<file path="config.mk">
export PLATFORM = sky130hd
export DESIGN_NAME = sist_cell
export DESIGN_NICKNAME = d
export VERILOG_FILES = /design/src/sv/sist_pkg.sv /design/src/sv/sist_cell.sv
export SDC_FILE = /design/constraint.sdc
export NUM_CORES = 1
export LEC_CHECK = 0
export ABC_CLOCK_PERIOD_IN_PS = 4300
export BUFFER_PORTS_ARGS = -buffer_cell sky130_fd_sc_hd__buf_2
export CAP_MARGIN = 5
export CORE_MARGIN = 2
export CORE_UTILIZATION = 40
export CTS_BUF_LIST = sky130_fd_sc_hd__clkbuf_8
export CTS_CLUSTER_SIZE = 12
export DETAILED_ROUTE_END_ITERATION = 8
export PLACE_DENSITY = 0.86
export SYNTH_ARGS = -nofsm -noshare
export SYNTH_HDL_FRONTEND = slang
export SYNTH_SLANG_ARGS = --single-unit
</file>
<file path="constraint.sdc">
create_clock -name i_clk -period 4.3 [get_ports i_clk]
set_clock_uncertainty 0.05 [all_clocks]
set_input_delay 0.43 -clock i_clk [delete_from_list [all_inputs] [get_ports i_clk]]
set_output_delay 0.43 -clock i_clk [all_outputs]
set_load 0.01 [all_outputs]
</file>
<file path="src/sv/sist_pkg.sv">
// Package for the small integer set table: sizes, operation codes and the
// structs passed between the top level and the search cells.
// Depends on nothing; every other file refers to it by scoped names.
`timescale 1ns / 1ps

package sist_pkg;

    localparam int CAPACITY    = 64;
    localparam int VALUE_WIDTH = 32;
    localparam int CNT_W       = $clog2(CAPACITY + 1);
    localparam int IDX_W       = (CAPACITY > 1) ? $clog2(CAPACITY) : 1;

    typedef logic [1:0]             t_op;
    typedef logic [VALUE_WIDTH-1:0] t_value;
    typedef logic [IDX_W-1:0]       t_idx;
    typedef logic [CNT_W-1:0]       t_count;

    localparam t_op OP_INSERT = 2'd1;
    localparam t_op OP_REMOVE = 2'd2;

    typedef struct packed {
        logic   valid;
        logic   hit;
        t_idx   slot;
        t_value last;
    } t_token;

    typedef struct packed {
        logic   en;
        t_idx   idx;
        t_value data;
    } t_wr;

    function automatic t_value f_key(input logic [31:0] v);
        logic [63:0] ext;
        ext = {{32{v[31]}}, v};
        return ext[VALUE_WIDTH-1:0];
    endfunction

endpackage

</file>
<file path="src/sv/sist_cell.sv">
// One slot of the set table: holds one entry and passes the search token on
// to the next cell each cycle. Depends on sist_pkg.
`timescale 1ns / 1ps

module sist_cell (
    input  logic             i_clk,
    input  logic             i_rst_n,
    input  sist_pkg::t_idx   i_index,
    input  sist_pkg::t_value i_key,
    input  sist_pkg::t_count i_count,
    input  sist_pkg::t_wr    i_wr,
    input  sist_pkg::t_token i_tok,
    output sist_pkg::t_token o_tok
);

    sist_pkg::t_value r_entry;
    sist_pkg::t_token r_tok;
    sist_pkg::t_token n_tok;
    logic             w_in_use;
    logic             w_is_last;
    sist_pkg::t_count w_pos;

    assign w_pos     = sist_pkg::CNT_W'(i_index);
    assign w_in_use  = w_pos < i_count;
    assign w_is_last = (w_pos + sist_pkg::CNT_W'(1)) == i_count;

    always_comb begin
        n_tok = i_tok;
        if (i_tok.valid && !i_tok.hit && w_in_use && (r_entry == i_key)) begin
            n_tok.hit  = 1'b1;
            n_tok.slot = i_index;
        end
        if (w_is_last) begin
            n_tok.last = r_entry;
        end
    end

    always_ff @(posedge i_clk) begin
        if (!i_rst_n) begin
            r_tok.valid <= 1'b0;
        end else begin
            r_tok.valid <= n_tok.valid;
        end
        r_tok.hit  <= n_tok.hit;
        r_tok.slot <= n_tok.slot;
        r_tok.last <= n_tok.last;
    end

    always_ff @(posedge i_clk) begin
        if (i_wr.en && (i_wr.idx == i_index)) begin
            r_entry <= i_wr.data;
        end
    end

    assign o_tok = r_tok;

endmodule

</file>
==> results.sh <==
export IMPL_rsz0062_at_grt="no"
export IMPL_yosysWarnings=0
export IMPL_avgSynthCellArea_um2=14.35
export IMPL_grt_max_degree=33
export IMPL_cts_htree_levels=3
export IMPL_core_region_area_um2=7727
export IMPL_die_area_um2=8730
export IMPL_ios=166
export IMPL_cts_tree="built"
export IMPL_overflow=0
export IMPL_drc=0
export IMPL_port_buffer_count=165
export IMPL_arrival_ns=3.01
export IMPL_clockPowerShare=0.348
export IMPL_viasPerCell=4.667
export IMPL_ys_seq_elements=72
export IMPL_finalCritPeriodShare=0.6594
export IMPL_r2r_end="o_tok[33]"
export IMPL_syn_instance_count=223
export IMPL_root_buffer="clkbuf_8"
export IMPL_p_total_mw=1.438
export IMPL_drv_slew=0
export IMPL_yosysUniqueCellTypes=38
export IMPL_nNetsFinal=528
export IMPL_finalWirelength_um=7147
export IMPL_rows=32
export IMPL_start_util=0.4140
export IMPL_worst_slew_pin_transition_ns=1.058
export IMPL_cts_sinks=72
export IMPL_drive_above_1_share=0.5525
export IMPL_area_growth_syn_to_layout_pct=35.08
export IMPL_worstSetupStartpointType="input port"
export IMPL_syn_area_um2=3199
export IMPL_grt_use_total=0.1677
export IMPL_cts_setup_buffers=0
export IMPL_irDropWorstVdd_v=0.0001945
export IMPL_grt_pass1_vias=2397
export IMPL_synth_top_cell_by_area="edfxtp_1"
export IMPL_firstDrtPassIters=4
export IMPL_routabilityCongestion=0.8905
export IMPL_crit_reg2reg_launch="r_entry[0]"
export IMPL_power_internal_mw=1.111
export IMPL_synth_area_top_cells="edfxtp_1 (30%), dfxtp_1 (25%), mux2_4 (14%)"
export IMPL_timing_fmax_mhz=352.7
export IMPL_relSlewSlack=0.2930
export IMPL_powerDensity_nw_per_um2=332.7
export IMPL_path_class="input port to flop"
export IMPL_diodes=0
export IMPL_p_leak_nw=1.980
export IMPL_nFillCells=671
export IMPL_drtIter0Drc=55
export IMPL_postSynthNetCount=356
export IMPL_cp_required_ns=4.47
export IMPL_reg2reg_slack_ns=2.07
export IMPL_seqPwrFrac=0.519
export IMPL_fp_dieW_um=93.44
export IMPL_cp_end_kind="flop"
export IMPL_cts_resized_gates=0
export IMPL_ctsHoldBuffers=0
export IMPL_detail_route_antenna_nets=0
export IMPL_layout_min_cycle_time_ns=2.835
export IMPL_crit_fanout=17
export IMPL_switching_power_uw=327.3
export IMPL_p_comb_frac=0.133
export IMPL_vias=2343
export IMPL_crit_path_start="i_index[0]"
export IMPL_grt_first_pass_wirelength_um=11060
export IMPL_dp_hpwl_um=5810
export IMPL_clock_latency_ns=0.33
export IMPL_clk_pin_slew_ns=0.08
export IMPL_r2r_cells=5
export IMPL_drt_wirelength_per_cell_um=14.24
export IMPL_final_cell_mix="buf_2 (165), dfxtp_1 (40), xnor2_1 (38), edfxtp_1 (32), mux2_4 (30)"
export IMPL_mostFrequentLayoutCell="buf_2"
export IMPL_cts_buffers=9
export IMPL_antenna_found_initial=0
export IMPL_synth_top_cell_area_share=0.3004
export IMPL_finalSetupTns_ns=0
export IMPL_final_hold_viol_count=0
export IMPL_die_y_um=93.44
export IMPL_power_share_switching=0.2276
export IMPL_endpoint="o_tok[18]"
export IMPL_seq_area_frac_synth=0.5506
export IMPL_hold_class="input port to flop"
export IMPL_status="finished clean"
export IMPL_finalSetupViolCount=0
export IMPL_cap_viol_max_count=0
export IMPL_clockBufferDepth=2
layer usage:
layer / GRT usage / vias to the layer above / share of wire
li1: - / 1147 / -
met1: 0.1908 / 1086 / 0.40
met2: 0.2926 / 96 / 0.51
met3: 0.05318 / 14 / 0.074
met4: 0.06373 / 0 / 0.015
met5: 0 / - / 0
area by class of cell:
cell class	count	area (um^2)	share of cell area
clock buffers	9	123.9	0.02866
clock inverters	7	63.81	0.01477
inverters	6	22.52	0.005211
multi-input cells	139	1381	0.3196
flip-flops and latches	72	1762	0.4076
well taps	102	127.6	0.02953
repair buffers	167	840.8	0.1946
registers in the layout, indices dropped and copies added, names as in the netlist:
name / flops
r_entry: 32
o_tok: 40
power groups by stage:
stage,sequential [mW],clock [mW],combinational [mW]
floorplan,0.773,0,0.0811
global placement,0.761,0,0.188
detailed placement,0.762,0,0.193
CTS,0.746,0.519,0.194
global route,0.748,0.551,0.210
finish,0.746,0.501,0.191
cell families after synthesis:
kind of cell	Yosys count	synth area share
AOI/OAI and AO/OA	12	0.03324
xor gates and xnor gates	44	0.1228
adders and majority gates	7	0.02737
buffers and inverters	12	0.02229
DFF	72	0.5506
muxes	39	0.1721
and+or+nand+nor	37	0.07157
how the worst min path moves through the flow:
stage / start / depth (start not counted) / slack (ns) / to
5_1_grt: i_wr[19] / 1 / 0.18 / r_entry[19]
6_report: i_wr[19] / 1 / 0.22 / r_entry[19]
3_5_place_dp: r_entry[15] / 1 / 0.46 / o_tok[15]
3_3_place_gp: r_entry[21] / 1 / 0.46 / o_tok[21]
4_1_cts: i_wr[19] / 1 / 0.19 / r_entry[19]
2_1_floorplan: r_entry[31] / 1 / 0.45 / o_tok[31]
stage by stage:
step / cells / instance area (um^2) / util / hold WS, ns / setup WS [ns]
6_report: 502 / 4322 / 0.5593 / 0.2153 / 1.465
5_1_grt: 502 / 4322 / 0.5593 / 0.1843 / 1.256
4_1_cts: 502 / 4322 / 0.5593 / 0.1894 / 1.431
3_5_place_dp: 486 / 4134 / 0.5350 / 0.4642 / 1.064
3_3_place_gp: 486 / 4134 / 0.5350 / 0.4575 / 1.121
2_1_floorplan: 223 / 3206 / - / 0.4497 / 1.179
synth_stat cells (all sizes together):
cell type   n
a2111oi     1
a211oi      1
a21oi       4
a311o       1
and2        1
and3        1
and4        1
and4b       1
buf         6
dfxtp      40
edfxtp     32
ha          7
inv         6
mux2       38
mux2i       1
nand2       3
nand2b      3
nand3       4
nand4      10
nand4b      1
nor2        2
nor2b       2
nor3        2
nor3b       2
nor4        3
o21a        1
o21ai       2
o21bai      1
o311ai      1
or3         1
xnor2      38
xor2        6
worst max-delay path, cell delays in order:
cell and delay (ns):
buf_2 0.16, ha_1 0.33, xor2_1 0.16, or3_1 0.13, a21oi_2 0.07, o311ai_4 0.91, buf_4 0.46, mux2_4 0.34
No activity file was read; power rests on OpenSTA's default activity.
